===== config.mk =====
export PLATFORM = sky130hd
export DESIGN_NAME = signed_binary_to_seven_segment_flat
export DESIGN_NICKNAME = d
export VERILOG_FILES = /design/src/sbss_pkg.sv /design/src/sbss_in_if.sv /design/src/sbss_out_if.sv /design/src/sbss_dabble.sv /design/src/sbss_emit.sv /design/src/signed_binary_to_seven_segment.sv /design/src/flat_wrapper.sv
export SDC_FILE = /design/constraint.sdc
export NUM_CORES = 1
export LEC_CHECK = 0
export BUFFER_PORTS_ARGS = -buffer_cell sky130_fd_sc_hd__buf_2
export CORE_MARGIN = 8
export CORE_UTILIZATION = 42
export DETAILED_ROUTE_END_ITERATION = 10
export PLACE_DENSITY = 0.64
export SLEW_MARGIN = 10
export SYNTH_ARGS = -nofsm -noshare
export SYNTH_HDL_FRONTEND = slang
export SYNTH_SLANG_ARGS = --single-unit

===== constraint.sdc =====
create_clock -name i_clk -period 4.4 [get_ports i_clk]
set_input_delay 1.1 -clock i_clk [delete_from_list [all_inputs] [get_ports i_clk]]
set_output_delay 1.1 -clock i_clk [all_outputs]
set_load 0.01 [all_outputs]

===== src/sbss_pkg.sv =====
package sbss_pkg;

    localparam int VALUE_W        = 32;
    localparam int SEG_W          = 7;
    localparam int DIGIT_W        = 4;
    localparam int MAX_DIGITS_DEF = 10;
    localparam int BIT_CNT_W      = $clog2(VALUE_W + 1);

    localparam logic [SEG_W-1:0]   SEG_MINUS = 7'h40;
    localparam logic [DIGIT_W-1:0] DIGIT_ZERO = 4'd0;

    // Control from the top-level sequencer to the glyph emitter
    typedef struct packed {
        logic load;
        logic negative;
    } t_emit_ctl;

    // Segment pattern of a decimal digit, bit0 = a ... bit6 = g
    function automatic logic [SEG_W-1:0] digit_glyph(input logic [DIGIT_W-1:0] d);
        logic [SEG_W-1:0] seg;
        unique case (d)
            4'd0:    seg = 7'h3F;
            4'd1:    seg = 7'h06;
            4'd2:    seg = 7'h5B;
            4'd3:    seg = 7'h4F;
            4'd4:    seg = 7'h66;
            4'd5:    seg = 7'h6D;
            4'd6:    seg = 7'h7D;
            4'd7:    seg = 7'h07;
            4'd8:    seg = 7'h7F;
            4'd9:    seg = 7'h6F;
            default: seg = 7'h00;
        endcase
        return seg;
    endfunction

    // Double-dabble correction of one BCD digit before the shift
    function automatic logic [DIGIT_W-1:0] dabble_fix(input logic [DIGIT_W-1:0] nib);
        return (nib >= 4'd5) ? nib + 4'd3 : nib;
    endfunction

endpackage


===== src/sbss_in_if.sv =====
interface sbss_in_if;
    logic                               valid;
    logic                               ready;
    logic signed [sbss_pkg::VALUE_W-1:0] value;

    modport source (output valid, output value, input ready);
    modport sink   (input valid, input value, output ready);
endinterface


===== src/sbss_out_if.sv =====
interface sbss_out_if;
    logic                          valid;
    logic                          ready;
    logic [sbss_pkg::SEG_W-1:0]    segments;
    logic                          is_sign;
    logic [sbss_pkg::DIGIT_W-1:0]  digit;
    logic                          last;

    modport source (output valid, output segments, output is_sign, output digit,
                    output last, input ready);
    modport sink   (input valid, input segments, input is_sign, input digit,
                    input last, output ready);
endinterface


===== src/sbss_dabble.sv =====
module sbss_dabble #(
    parameter int MAX_DIGITS = sbss_pkg::MAX_DIGITS_DEF
) (
    input  logic                                     i_clk,
    input  logic                                     i_rst_n,
    input  logic                                     i_load,
    input  logic [sbss_pkg::VALUE_W-1:0]             i_mag,
    output logic                                     o_busy,
    output logic [sbss_pkg::DIGIT_W*MAX_DIGITS-1:0]  o_bcd
);

    localparam int BCD_W = sbss_pkg::DIGIT_W * MAX_DIGITS;

    logic [sbss_pkg::VALUE_W-1:0]   r_bin, n_bin;
    logic [BCD_W-1:0]               r_bcd, n_bcd;
    logic [sbss_pkg::BIT_CNT_W-1:0] r_cnt, n_cnt;
    logic [BCD_W-1:0]               w_fix;

    // add-3 correction, each digit on its own
    for (genvar k = 0; k < MAX_DIGITS; k++) begin : g_fix
        assign w_fix[k*sbss_pkg::DIGIT_W +: sbss_pkg::DIGIT_W] =
            sbss_pkg::dabble_fix(r_bcd[k*sbss_pkg::DIGIT_W +: sbss_pkg::DIGIT_W]);
    end

    always_comb begin
        n_bin = r_bin;
        n_bcd = r_bcd;
        n_cnt = r_cnt;
        if (i_load) begin
            n_bin = i_mag;
            n_bcd = '0;
            n_cnt = sbss_pkg::BIT_CNT_W'(sbss_pkg::VALUE_W);
        end else if (r_cnt != '0) begin
            // carry out of the top digit is dropped: keeps the low digits only
            n_bcd = {w_fix[BCD_W-2:0], r_bin[sbss_pkg::VALUE_W-1]};
            n_bin = r_bin << 1;
            n_cnt = r_cnt - sbss_pkg::BIT_CNT_W'(1);
        end
    end

    always_ff @(posedge i_clk) begin
        if (!i_rst_n) begin
            r_cnt <= '0;
        end else begin
            r_cnt <= n_cnt;
        end
        r_bin <= n_bin;
        r_bcd <= n_bcd;
    end

    assign o_busy = (r_cnt != '0);
    assign o_bcd  = r_bcd;

endmodule


===== src/sbss_emit.sv =====
module sbss_emit #(
    parameter int MAX_DIGITS = sbss_pkg::MAX_DIGITS_DEF
) (
    input  logic                                     i_clk,
    input  logic                                     i_rst_n,
    input  sbss_pkg::t_emit_ctl                      i_ctl,
    input  logic [sbss_pkg::DIGIT_W*MAX_DIGITS-1:0]  i_bcd,
    output logic                                     o_active,
    sbss_out_if.source                               o_out
);

    localparam int BCD_W = sbss_pkg::DIGIT_W * MAX_DIGITS;
    localparam int REM_W = $clog2(MAX_DIGITS + 1);

    logic [BCD_W-1:0]               r_dig, n_dig;
    logic [REM_W-1:0]               r_rem, n_rem;
    logic                           r_sign, n_sign;
    logic                           r_lead, n_lead;
    logic                           r_valid, n_valid;
    logic [sbss_pkg::SEG_W-1:0]     r_seg, n_seg;
    logic                           r_is_sign, n_is_sign;
    logic [sbss_pkg::DIGIT_W-1:0]   r_digit, n_digit;
    logic                           r_last, n_last;

    logic                           w_space;
    logic [sbss_pkg::DIGIT_W-1:0]   w_top;
    logic                           w_final;
    logic                           w_skip;

    assign w_space = !r_valid || o_out.ready;
    assign w_top   = r_dig[BCD_W-1 -: sbss_pkg::DIGIT_W];
    assign w_final = (r_rem == REM_W'(1));
    // leading zero, but never the units digit
    assign w_skip  = r_lead && (w_top == sbss_pkg::DIGIT_ZERO) && !w_final;

    always_comb begin
        n_dig     = r_dig;
        n_rem     = r_rem;
        n_sign    = r_sign;
        n_lead    = r_lead;
        n_valid   = r_valid;
        n_seg     = r_seg;
        n_is_sign = r_is_sign;
        n_digit   = r_digit;
        n_last    = r_last;
        if (o_out.ready) begin
            n_valid = 1'b0;
        end
        if (i_ctl.load) begin
            n_dig  = i_bcd;
            n_rem  = REM_W'(MAX_DIGITS);
            n_sign = i_ctl.negative;
            n_lead = 1'b1;
        end else if (w_space && (r_sign || r_rem != '0)) begin
            if (r_sign) begin
                n_sign    = 1'b0;
                n_valid   = 1'b1;
                n_seg     = sbss_pkg::SEG_MINUS;
                n_is_sign = 1'b1;
                n_digit   = sbss_pkg::DIGIT_ZERO;
                n_last    = 1'b0;
            end else begin
                n_dig = r_dig << sbss_pkg::DIGIT_W;
                n_rem = r_rem - REM_W'(1);
                if (!w_skip) begin
                    n_lead    = 1'b0;
                    n_valid   = 1'b1;
                    n_seg     = sbss_pkg::digit_glyph(w_top);
                    n_is_sign = 1'b0;
                    n_digit   = w_top;
                    n_last    = w_final;
                end
            end
        end
    end

    always_ff @(posedge i_clk) begin
        if (!i_rst_n) begin
            r_rem   <= '0;
            r_sign  <= 1'b0;
            r_lead  <= 1'b0;
            r_valid <= 1'b0;
        end else begin
            r_rem   <= n_rem;
            r_sign  <= n_sign;
            r_lead  <= n_lead;
            r_valid <= n_valid;
        end
        r_dig     <= n_dig;
        r_seg     <= n_seg;
        r_is_sign <= n_is_sign;
        r_digit   <= n_digit;
        r_last    <= n_last;
    end

    assign o_active       = r_sign || (r_rem != '0);
    assign o_out.valid    = r_valid;
    assign o_out.segments = r_seg;
    assign o_out.is_sign  = r_is_sign;
    assign o_out.digit    = r_digit;
    assign o_out.last     = r_last;

endmodule


===== src/signed_binary_to_seven_segment.sv =====
// Signed binary to seven-segment glyph stream. One signed 32-bit value goes
// in; out come one glyph per item: a minus glyph first when the value is
// negative, then the decimal digits of the magnitude, most significant first,
// leading zeros dropped (zero shows a single '0'), the final glyph flagged
// with last. The most negative value displays as 2147483648. Only the low
// MAX_DIGITS decimal digits are kept. Segment bits are a..g in bits 0..6.
// The block takes one value at a time. It runs a bit-serial double-dabble
// converter, one shift per input bit, followed by the emitter, which walks the
// BCD register one digit per cycle while the output is not stalled, skipping
// leading zeros in place. The next value is accepted once the emitter has
// run out of digits and the sequencer has gone back to idle, even if the last
// glyph has not been taken yet.
module signed_binary_to_seven_segment #(
    parameter int MAX_DIGITS = sbss_pkg::MAX_DIGITS_DEF
) (
    input  logic        i_clk,
    input  logic        i_rst_n,
    sbss_in_if.sink     i_in,
    sbss_out_if.source  o_out
);

    localparam int BCD_W = sbss_pkg::DIGIT_W * MAX_DIGITS;

    // sequencer: wait for a value, convert, stream glyphs
    typedef enum logic [2:0] {
        ST_IDLE = 3'b001,
        ST_CONV = 3'b010,
        ST_EMIT = 3'b100
    } t_state;

    t_state                       r_state, n_state;
    logic                         r_neg, n_neg;
    logic                         w_accept;
    logic [sbss_pkg::VALUE_W-1:0] w_raw;
    logic [sbss_pkg::VALUE_W-1:0] w_mag;
    logic                         w_busy;
    logic                         w_active;
    logic [BCD_W-1:0]             w_bcd;
    sbss_pkg::t_emit_ctl          w_ctl;

    assign i_in.ready = (r_state == ST_IDLE);
    assign w_accept   = i_in.valid && i_in.ready;

    // magnitude as unsigned, so the most negative value keeps its top bit
    assign w_raw = i_in.value;
    assign w_mag = w_raw[sbss_pkg::VALUE_W-1] ? (~w_raw + sbss_pkg::VALUE_W'(1)) : w_raw;

    always_comb begin
        n_state = r_state;
        n_neg   = r_neg;
        unique case (r_state)
            ST_IDLE: begin
                if (w_accept) begin
                    n_state = ST_CONV;
                    n_neg   = w_raw[sbss_pkg::VALUE_W-1];
                end
            end
            ST_CONV: begin
                if (!w_busy) begin
                    n_state = ST_EMIT;
                end
            end
            ST_EMIT: begin
                if (!w_active) begin
                    n_state = ST_IDLE;
                end
            end
            default: n_state = ST_IDLE;
        endcase
    end

    // hand the finished BCD word to the emitter as conversion ends
    assign w_ctl.load     = (r_state == ST_CONV) && !w_busy;
    assign w_ctl.negative = r_neg;

    always_ff @(posedge i_clk) begin
        if (!i_rst_n) begin
            r_state <= ST_IDLE;
        end else begin
            r_state <= n_state;
        end
        r_neg <= n_neg;
    end

    sbss_dabble #(
        .MAX_DIGITS (MAX_DIGITS)
    ) u_dabble (
        .i_clk   (i_clk),
        .i_rst_n (i_rst_n),
        .i_load  (w_accept),
        .i_mag   (w_mag),
        .o_busy  (w_busy),
        .o_bcd   (w_bcd)
    );

    sbss_emit #(
        .MAX_DIGITS (MAX_DIGITS)
    ) u_emit (
        .i_clk    (i_clk),
        .i_rst_n  (i_rst_n),
        .i_ctl    (w_ctl),
        .i_bcd    (w_bcd),
        .o_active (w_active),
        .o_out    (o_out)
    );

endmodule


===== src/flat_wrapper.sv =====
// flat-port wrapper written by rule: the top's interface ports become plain ports
module signed_binary_to_seven_segment_flat 
#(
    parameter int MAX_DIGITS = sbss_pkg::MAX_DIGITS_DEF
)
  (i_clk, i_rst_n, i_in_valid, i_in_value, i_in_ready, o_out_valid, o_out_segments, o_out_is_sign, o_out_digit, o_out_last, o_out_ready);
  sbss_in_if i_in_i ();
  sbss_out_if o_out_i ();
  input  logic i_clk;
  input  logic i_rst_n;
  input wire logic [$bits(i_in_i.valid)-1:0] i_in_valid;
  input wire logic [$bits(i_in_i.value)-1:0] i_in_value;
  output wire logic [$bits(i_in_i.ready)-1:0] i_in_ready;
  output wire logic [$bits(o_out_i.valid)-1:0] o_out_valid;
  output wire logic [$bits(o_out_i.segments)-1:0] o_out_segments;
  output wire logic [$bits(o_out_i.is_sign)-1:0] o_out_is_sign;
  output wire logic [$bits(o_out_i.digit)-1:0] o_out_digit;
  output wire logic [$bits(o_out_i.last)-1:0] o_out_last;
  input wire logic [$bits(o_out_i.ready)-1:0] o_out_ready;
  assign i_in_i.valid = i_in_valid;
  assign i_in_i.value = i_in_value;
  assign i_in_ready = i_in_i.ready;
  assign o_out_valid = o_out_i.valid;
  assign o_out_segments = o_out_i.segments;
  assign o_out_is_sign = o_out_i.is_sign;
  assign o_out_digit = o_out_i.digit;
  assign o_out_last = o_out_i.last;
  assign o_out_i.ready = o_out_ready;
  signed_binary_to_seven_segment #(.MAX_DIGITS(MAX_DIGITS)) u_core (.i_clk(i_clk), .i_rst_n(i_rst_n), .i_in(i_in_i), .o_out(o_out_i));
endmodule

# Yosys cells after proc, flatten, opt, wreduce, memory -nomap -nowiden
# Memories as Yosys holds them, arrays and structs flattened. A register that Yosys moved wholly into a read port is not among the register bits.
# Index checks and enable logic that the tools add are counted.
classes:
  reduce_logical: 23
  muxes: 38
  n_eq_ne: 10
  n_bitwise: 4
  shift: 0
  mul: 0
  magnitude_cmp: 10
  addsub: 13
  div: 0
ops:
  columns: ["op", "count"]
  rows:
  - ["2-to-1 mux 40 bit", 3]
  - ["2-to-1 mux 32 bit", 3]
  - ["2-to-1 mux 4 bit", 13]
  - ["greater-or-equal comparator 4 x 3 -> 1 bit (second input constant)", 10]
  - ["adder 4 x 2 -> 4 bit (second input constant)", 9]
  - ["adder 32 x 1 -> 32 bit (second input constant)", 1]
  - ["NOT 32 bit", 1]
  - ["2-to-1 mux 1 bit", 12]
  - ["2-to-1 mux 3 bit", 4]
  - ["2-to-1 mux 6 bit", 2]
  - ["inequality test 2 bit (second input constant)", 6]
  - ["case mux 3 bit (3 select lines)", 1]
  - ["AND reduction 3 bit", 3]
  - ["AND reduction 2 bit", 3]
  - ["nonzero test 6 bit", 1]
  - ["subtractor 6 x 1 -> 6 bit (second input constant)", 1]
  - ["logical AND 1 bit", 5]
  - ["equality test 4 x 1 -> 1 bit (second input constant)", 1]
  - ["logical NOT 4 bit", 1]
  - ["nonzero test 2 bit", 2]
  - ["nonzero test 4 bit", 1]
  - ["OR reduction 2 bit", 2]
  - ["subtractor 4 x 1 -> 4 bit (second input constant)", 1]
  - ["adder 3 x 2 -> 3 bit (second input constant)", 1]
  - ["6 further kinds", 11]
word_totals:
  rom_bits: 112
  latchBits: 0
  ram_bits: 0
  memories: 1
  regBits: 135
  inputBits: 36
memory_table:
  columns: ["memory", "words", "width", "rd", "rd_clocked_by_memory_dff", "write_ports", "line", "text"]
  rows:
  - ["(name not given)", 16, 7, 1, 1, 0, "sbss_pkg.sv:21", "unique case (d)"]

# Longest topological paths before layout
# Gate-level depths: netlist of run 1.
logic_depth:
  depth_word: 7
  mapped_depth: 8
  depth_no_buf: 7

# Hierarchy
# From an unflattened synthesis of run 1, not the netlist that was laid out.
unflattened:
  hier_cells: 756
  area_unflattened_um2: 7911.3
by_module_without_submodules:
  columns: ["mod", "seq_area_each_um2", "n_inst", "area_each_um2", "cells_per_inst"]
  rows:
  - ["sbss_dabble", 1881.8, 1, 4217.8, 447]
  - ["sbss_emit", 1731.7, 1, 2752.6, 188]
  - ["signed_binary_to_seven_segment", 90.1, 1, 940.9, 121]

# Worst setup path before layout of run 1
# No wires, ideal clock.
synth_path:
  path_kind: "in2reg"
  startpoint: "input i_in_value[2]"
  endpoint: "register u_core.u_dabble.r_bin[29] (netlist name) (data pin)"
  path_slack_ns: 1.312
  t_required_ns: 4.134
  t_arrival_ns: 2.823
  cell_stages: 6
  n_path_buf: 1
  path_cell_list: "or4_4 > or4b_4 > buf_6 > o41ai_2 > xor2_1 > o21ai_1"
synth_via:
  elab_chain_cells: 4
synth_rtl:
  columns: ["item", "line", "text"]
  rows:
  - ["from (decl)", "flat_wrapper.sv:12", "input wire logic [$bits(i_in_i.value)-1:0] i_in_value;"]
  - ["NOT 32 bit", "signed_binary_to_seven_segment.sv:46", "assign w_mag = w_raw[sbss_pkg::VALUE_W-1] ? (~w_raw + sbss_pkg::VALUE_W'(1)) : w_raw;"]
  - ["adder 32 x 1 -> 32 bit", "signed_binary_to_seven_segment.sv:46", null]
  - ["2-to-1 mux 32 bit", "signed_binary_to_seven_segment.sv:46", null]
  - ["2-to-1 mux 32 bit", "sbss_dabble.sv:29", "if (i_load) begin"]
  - ["net u_core.u_dabble.n_bin (one bit)", "sbss_dabble.sv:14", "logic [sbss_pkg::VALUE_W-1:0] r_bin, n_bin;"]
  - ["to (signal assigned)", "sbss_dabble.sv:47", "r_bin <= n_bin;"]
  - ["to (decl)", "sbss_dabble.sv:14", null]
# The timed path passes the listed nets, and every way through them passes these cells.
# A chain may end at the register's enable or synchronous reset.

# Final worst setup path of run 1
layout_path:
  startpoint: "input i_in_value[6]"
  endpoint: "register u_core.u_dabble.r_bin[29] (netlist name) (data pin)"
# Same word-level chain as after synthesis.

==> impl_results.md, run 1 <==
* Avg Inst Size Synth at 9.44 um^2
* Hold buffers post-CTS at 0
* Vias per inst at 5.10
* Worst Setup SP: i_in_value[6]
* CTS tree: done
* Detail Placement HPWL at 9.03 mm
* HP Start: u_core.u_dabble.o_bcd[37]$_SDFFE_PP0P_
* Ratio of cells with drive above 1 in the final layout at 0.119
* Post-synth top cells: 164 x nand2_1, 86 x edfxtp_1, 70 x o21ai_0, 56 x dfxtp_1, 53 x a21oi_1
* Latest clock arrival within the worst-skew pair at 0.43 ns
* Req. time, crit path at 4.57 ns
* Synthesized area at 7270 um^2
* Main synth FF type: edfxtp_1
* Routed Antenna Nets at 0
* RSZ-0062 raised after global routing: no
* Crit. End Element: flop
* Synth area leaders: edfxtp_1 36%, dfxtp_1 15%, nand2_1 8.5%
* Min Tclk post-route at 2.98 ns
* Crit share post-route at 0.677
* Max Fclk at 336 MHz
* Total CTS buffers at 17
* Wire per inst at 13.4 um
* Post-synth EDFFs at 86
* Gr usage total at 0.134
* I/O pin count at 51
* Placer Congestion at 0.764
* Multi-input logic area at 3300 um^2
* # nets final at 875
* Final Hold Viols at 0
* Netlist cell types at 46
* Outcome: complete, no violations
* HP Class: flop to flop
* Setup TNS at 0 ns
* Max Cap Violations at 0
* Synth-to-Final Area Change at 13.6%
* Core Region at 17100 um^2
* CTS HTree Levels at 4
* Die Wd at 148 um
* CTS root buffer: clkbuf_16
* Sequential area share after synthesis at 0.509
* Leakage at 3.31 nW
* Post-synth top area share at 0.355
* R2R Path Start: u_core.u_dabble.r_cnt[0]$_SDFFE_PP0P_
* Largest stage delay on the critical path at 0.67 ns
* Critical path arrival at 3.15 ns
* Die Ht at 148 um
* Worst relative slew slack at 0.264
* Worst path slowest cell: nor4_1
* Cts repair resizes at 0
* Setup CP Type: primary input to flop
* Drc violations at 0
* 1st-pass router iterations at 5
* Worst Path Buf+Inv at 1
* Critical Path, Cell by Cell: buf_2 -> nor4_1 -> or4b_4 -> o41ai_2 -> xor2_1 -> o21ai_1
* Vias in the first global route at 5198
* Reg clk slew, reported paths at 0.07 ns
* Max Slew Vio Count at 0
* Top Family by Delay on Critical Path: simple AND/OR/NAND/NOR gates
* Warning count from the yosys run at 0
* Critical Path Fanout Max at 11
* Total power at 6.01 mW
* Postcts setup bufs at 0
* Via count at 5339
* Worst Max-Slew Pin Slew at 1.10 ns
* Mapped Nets at 838
* Total die area at 21800 um^2
* # fillers at 1607
* Starting Density at 0.425
* Storage cell area at 3700 um^2
* Peak supply drop at 0.348 mV
* FF+latch count, synth at 142
* Maximum number of pins on one net before global-route repair at 64
* 1st-iter DRT viols at 375
* Row count at 48
* Count leader, synth: nand2_1
* Initial antenna violation count at 1
* Largest area contributor in the netlist: edfxtp_1
* Pwr per Cell Area at 727 nW/um^2
* Syn Inst Count at 771
* Ys async rst share at 0
* Total routed wirelength at 14.1 mm
* Total grt overflow at 0
* Startpoint Class: primary input
* Clock skew at 0.00982 ns
* Final setup viols at 0
* Input/output buffers at 50
* First-pass GRT wire length at 24.2 mm
* Antenna diode count at 0
* Clock buffer depth at 2
* Clock Sinks at 142
flip-flops by register name, summed over array words and instances, names as in the netlist:
signal,cells
u_core.u_dabble.r_bin,32
u_core.u_emit.o_out.digit,4
u_core.u_dabble.o_bcd,40
u_core.u_emit.o_out.valid,1
u_core.u_emit.r_dig,40
u_core.u_emit.o_out.is_sign,1
u_core.r_state,3
u_core.u_emit.r_lead,1
u_core.u_emit.o_out.last,1
u_core.r_neg,1
u_core.u_dabble.r_cnt,6
u_core.u_emit.r_sign,1
u_core.u_emit.o_out.segments,7
u_core.u_emit.r_rem,4
logic make-up after synthesis:
logic type	Yosys count	synth area share
compound gates	178	0.150
xor+xnor	47	0.0566
fa+ha+maj	31	0.0533
buf+inv	73	0.0387
flops	142	0.509
mux	12	0.0165
simple gates	288	0.176
power breakdown:
group	total, mW	internal, mW	switching (mW)
clock network	1.37	0.825	0.544
logic	2.05	0.770	1.28
registers	2.59	2.26	0.328
total	6.01	3.86	2.15
metrics by stage:
stage / hold WS (ns) / instances / utilization / setup slack [ns] / cell area, um^2
final: 0.455 / 1046 / 0.483 / 1.42 / 8270
after global routing: 0.489 / 1046 / 0.483 / 1.27 / 8270
after CTS: 0.459 / 1046 / 0.483 / 1.42 / 8270
after detailed placement: 0.451 / 1014 / 0.450 / 0.969 / 7710
after global placement: 0.441 / 1014 / 0.450 / 0.990 / 7710
after floorplan: 0.406 / 771 / - / 1.31 / 7270
worst reg2reg max path, stage by stage, from the launching register on:
cell     delay [ns]
dfxtp_1        0.35
inv_1          0.08
ha_1           0.21
nand3_1        0.08
or3_2          0.11
buf_4          0.46
o21ai_0        0.23
nor2_1         0.75
metal layers:
layer	track usage	routed length, um
met2	0.217	6590
met4	0.0612	213
met1	0.164	6680
met5	0	13
met3	0.0352	560
placed cells by master, fill, tap and decap left out, drive strengths merged, types with 13 or more instances in the layout:
master,instances
a211oi,19
a21oi,53
buf,56
clkbuf,19
dfxtp,56
edfxtp,86
ha,31
inv,35
nand2,164
nand2b,19
nand3,13
nor2,47
o21ai,75
xnor2,16
xor2,31
worst paths after layout:
| check | to | slack [ns] | cells after the start |
|---|---|---|---|
| worst max register to register | u_core.u_emit.o_out.segments[6]$_SDFFCE_PP1P_ | 1.74 | 7 |
| worst max-delay path | u_core.u_dabble.r_bin[29]$_DFFE_PP_ | 1.42 | 6 |
| worst min register to register | u_core.u_dabble.o_bcd[37]$_SDFFE_PP0P_ | 0.46 | 2 |
| worst min-delay path | u_core.u_dabble.o_bcd[37]$_SDFFE_PP0P_ | 0.46 | 2 |
cell type report:
type | count | area share
Multi-Input combinational cell | 556 | 0.399
Clock inverter | 13 | 0.0150
Tap cell | 225 | 0.0341
Clock buffer | 19 | 0.0524
Sequential cell | 142 | 0.448
Inverter | 35 | 0.0159
Timing Repair Buffer | 56 | 0.0357
(Power assumes the default switching activity.)
==> run 2: changes to the inputs <==
--- a/config.mk
+++ b/config.mk
@@ -9,7 +9,7 @@
 export CORE_MARGIN = 8
 export CORE_UTILIZATION = 42
 export DETAILED_ROUTE_END_ITERATION = 10
-export PLACE_DENSITY = 0.64
+export PLACE_DENSITY = 0.66
 export SLEW_MARGIN = 10
 export SYNTH_ARGS = -nofsm -noshare
 export SYNTH_HDL_FRONTEND = slang
==> constraint.sdc (replaced) <==
create_clock -name i_clk -period 2.58 [get_ports i_clk]
set_input_delay 0.645 -clock i_clk [delete_from_list [all_inputs] [get_ports i_clk]]
set_output_delay 0.645 -clock i_clk [all_outputs]
set_load 0.01 [all_outputs]
==> run 2 against run 1 <==
  * Sequential cell count did not move
  * Sequential power rose by 70%
  * Global-route usage rose by 0.28 points
  * Clock skew decreased by 0.0023 ns
  * Total power rose by 74%
  * Cell count is 1.6% higher
  * Sequential share of layout area fell by 0.90 points
  * First-iteration DRC count decreased by 28%
  * Combinational power grew 80%
  * Critical path type unchanged
==> impl_results.md, run 2 (synthesis results as in run 1) <==
* Final Hold Viols at 0 (unchanged)
* HP Class: flop to flop (unchanged)
* I/O pin count at 51 (unchanged)
* CTS HTree Levels at 4 (unchanged)
* Flop2flop setup slack at 0.29 ns (was 1.74 ns)
* Row count at 48 (unchanged)
* Total grt overflow at 0 (unchanged)
* Post-Layout Inst Area at 8430 um^2 (was 8270 um^2)
* Critical Path, Cell by Cell: buf_2 -> or4_4 -> or4b_4 -> o41ai_2 -> xor2_1 -> o21ai_0 (was buf_2 -> nor4_1 -> or4b_4 -> o41ai_2 -> xor2_1 -> o21ai_1)
* Vias in the first global route at 5315 (was 5198)
* Total routed wirelength at 14.6 mm (was 14.1 mm)
* Multi-input logic area at 3300 um^2 (about the same)
* Commonest non-fill, non-tap cell in the layout: nand2_1 (unchanged)
* Outcome: complete, no violations (unchanged)
* # fillers at 1596 (was 1607)
* Placed Cells at 1031 (was 1014)
* Worst Max-Slew Pin Slew at 0.985 ns (was 1.10 ns)
* 1st-iter DRT viols at 270 (was 375)
* Clock power frac at 0.226 (was 0.228)
* Int Pwr at 6.72 mW (was 3.86 mW)
* Routed length on met2 at 6.88 mm (was 6.59 mm)
* Placer Congestion at 0.801 (was 0.764)
* Sw frac at 0.356 (was 0.358)
* Final std cells w/o fill at 1063 (was 1046)
* Largest stage delay on the critical path at 0.62 ns (was 0.67 ns)
* Setup CP Type: primary input to flop (unchanged)
* Routed Antenna Nets at 0 (unchanged)
* Antenna diode count at 0 (unchanged)
* Cts repair resizes at 0 (unchanged)
* Routed wl met3 at 625 um (was 560 um)
* Initial antenna violation count at 0 (was 1)
* Placed cell areas at 7860 um^2 (was 7710 um^2)
* Clock buffer depth at 2 (unchanged)
* Storage cell area at 3700 um^2 (unchanged)
* Worst Path Buf+Inv at 1 (unchanged)
* Maximum number of pins on one net before global-route repair at 63 (was 64)
* Final setup viols at 0 (unchanged)
* Critical path arrival at 2.44 ns (was 3.15 ns)
* Starting Density at 0.425 (unchanged)
* Most frequent cells in the layout: 163 x nand2_1, 86 x edfxtp_1, 70 x o21ai_0, 56 x dfxtp_1, 53 x a21oi_1 (was 164 x nand2_1, 86 x edfxtp_1, 70 x o21ai_0, 56 x dfxtp_1, 53 x a21oi_1)
* Worst relative slew slack at 0.341 (was 0.264)
* Via count at 5416 (was 5339)
* P_sw at 3.71 mW (was 2.15 mW)
* First-pass GRT wire length at 24.8 mm (was 24.2 mm)
* Critical Path Fanout Max at 11 (unchanged)
* Latest clock arrival within the worst-skew pair at 0.42 ns (was 0.43 ns)
* Comb pwr share at 0.352 (was 0.341)
* Ratio of cells with drive above 1 in the final layout at 0.135 (was 0.119)
* Input/output buffers at 50 (unchanged)
* CTS tree: done (unchanged)
* Reg power frac at 0.422 (was 0.431)
* Die Ht at 148 um (unchanged)
* Max Fclk at 436 MHz
* RSZ-0062 raised after global routing: no (unchanged)
* Vias per inst at 5.10 (about the same)
* Peak supply drop at 0.657 mV (was 0.348 mV)
* Crit share post-route at 0.888
* Top Family by Delay on Critical Path: simple AND/OR/NAND/NOR gates (unchanged)
* Leakage at 3.41 nW (was 3.31 nW)
* Synth-to-Final Area Change at 15.9% (was 13.6%)
* Max Cap Violations at 0 (unchanged)
* Reg clk slew, reported paths at 0.06 ns (was 0.07 ns)
* Core Region at 17100 um^2 (unchanged)
* CTS root buffer: clkbuf_16 (unchanged)
* Worst path slowest cell: or4b_4 (was nor4_1)
* Postcts setup bufs at 0 (unchanged)
* Detail Placement HPWL at 9.71 mm (was 9.03 mm)
* 1st-pass router iterations at 4 (was 5)
* Total CTS buffers at 17 (unchanged)
* Startpoint Class: primary input (unchanged)
* Wire per inst at 13.7 um (was 13.4 um)
* Min Tclk post-route at 2.29 ns
* Crit. End Element: flop (unchanged)
* Total die area at 21800 um^2 (unchanged)
* Gr usage total at 0.137 (was 0.134)
* # nets final at 892 (was 875)
* Hold buffers post-CTS at 0 (unchanged)
* Die Wd at 148 um (unchanged)
* Setup TNS at 0 ns (unchanged)
* Highest Signal Layer: met4 (was met5)
* Clock skew at 0.00747 ns (was 0.00982 ns)
* Pwr per Cell Area at 1240 nW/um^2 (was 727 nW/um^2)
* Clock Sinks at 142 (unchanged)
* Drc violations at 0 (unchanged)
* M1 wire length at 6.97 mm (was 6.68 mm)
* Req. time, crit path at 2.73 ns (was 4.57 ns)
* Max Slew Vio Count at 0 (unchanged)
-- run 2: cell type report --
cell class                 count  share of cell area
clock buffer                  29              0.0656
timing repair buffer          73              0.0531
sequential                   142               0.439
tap                          225              0.0334
multi-input combinational    556               0.391
clock inverter                 3             0.00208
inverter                      35              0.0156
-- run 2: power by group through the flow --
stage	registers [mW]	clock network (mW)	logic, mW
CTS	4.41	2.41	3.74
finish	4.40	2.35	3.68
global route	4.53	2.50	4.22
global placement	4.41	0	3.62
detailed placement	4.44	0	3.72
floorplan	4.37	0	2.68
-- run 2: final timing paths --
check,start,endpoint,depth (start not counted)
hold / removal,u_core.u_dabble.o_bcd[17]$_SDFFE_PP0P_,u_core.u_dabble.o_bcd[17]$_SDFFE_PP0P_,2
hold reg to reg,u_core.u_dabble.o_bcd[17]$_SDFFE_PP0P_,u_core.u_dabble.o_bcd[17]$_SDFFE_PP0P_,2
setup / recovery,i_in_value[2],u_core.u_dabble.r_bin[13]$_DFFE_PP_,6
setup reg to reg,u_core.u_emit.r_dig[37]$_DFFE_PP_,u_core.u_emit.o_out.digit[1]$_SDFFCE_PP0P_,7
-- run 2: stage by stage --
stage	worst slack [ns]	power, mW	util	hold WS [ns]
floorplan	0.0389	7.05	-	0.406
global route	0.0854	11.3	0.493	0.490
detailed placement	-0.139	8.16	0.459	0.463
global placement	-0.101	8.03	0.459	0.441
finish	0.289	10.4	0.493	0.470
CTS	0.246	10.6	0.493	0.471
-- run 2: worst reg2reg max path: stages (launching register included) --
cell	delay (ns)
edfxtp_1	0.46
inv_1	0.09
ha_1	0.20
nand2b_1	0.10
a2111oi_0	0.08
nor2_1	0.10
o21ai_0	0.10
nor2_1	0.78
-- run 2: metal layers --
layer | track usage | up-vias
met5 | 0 | -
met4 | 0.0352 | 0
met3 | 0.0404 | 13
met2 | 0.228 | 83
met1 | 0.170 | 2531
li1 | - | 2789
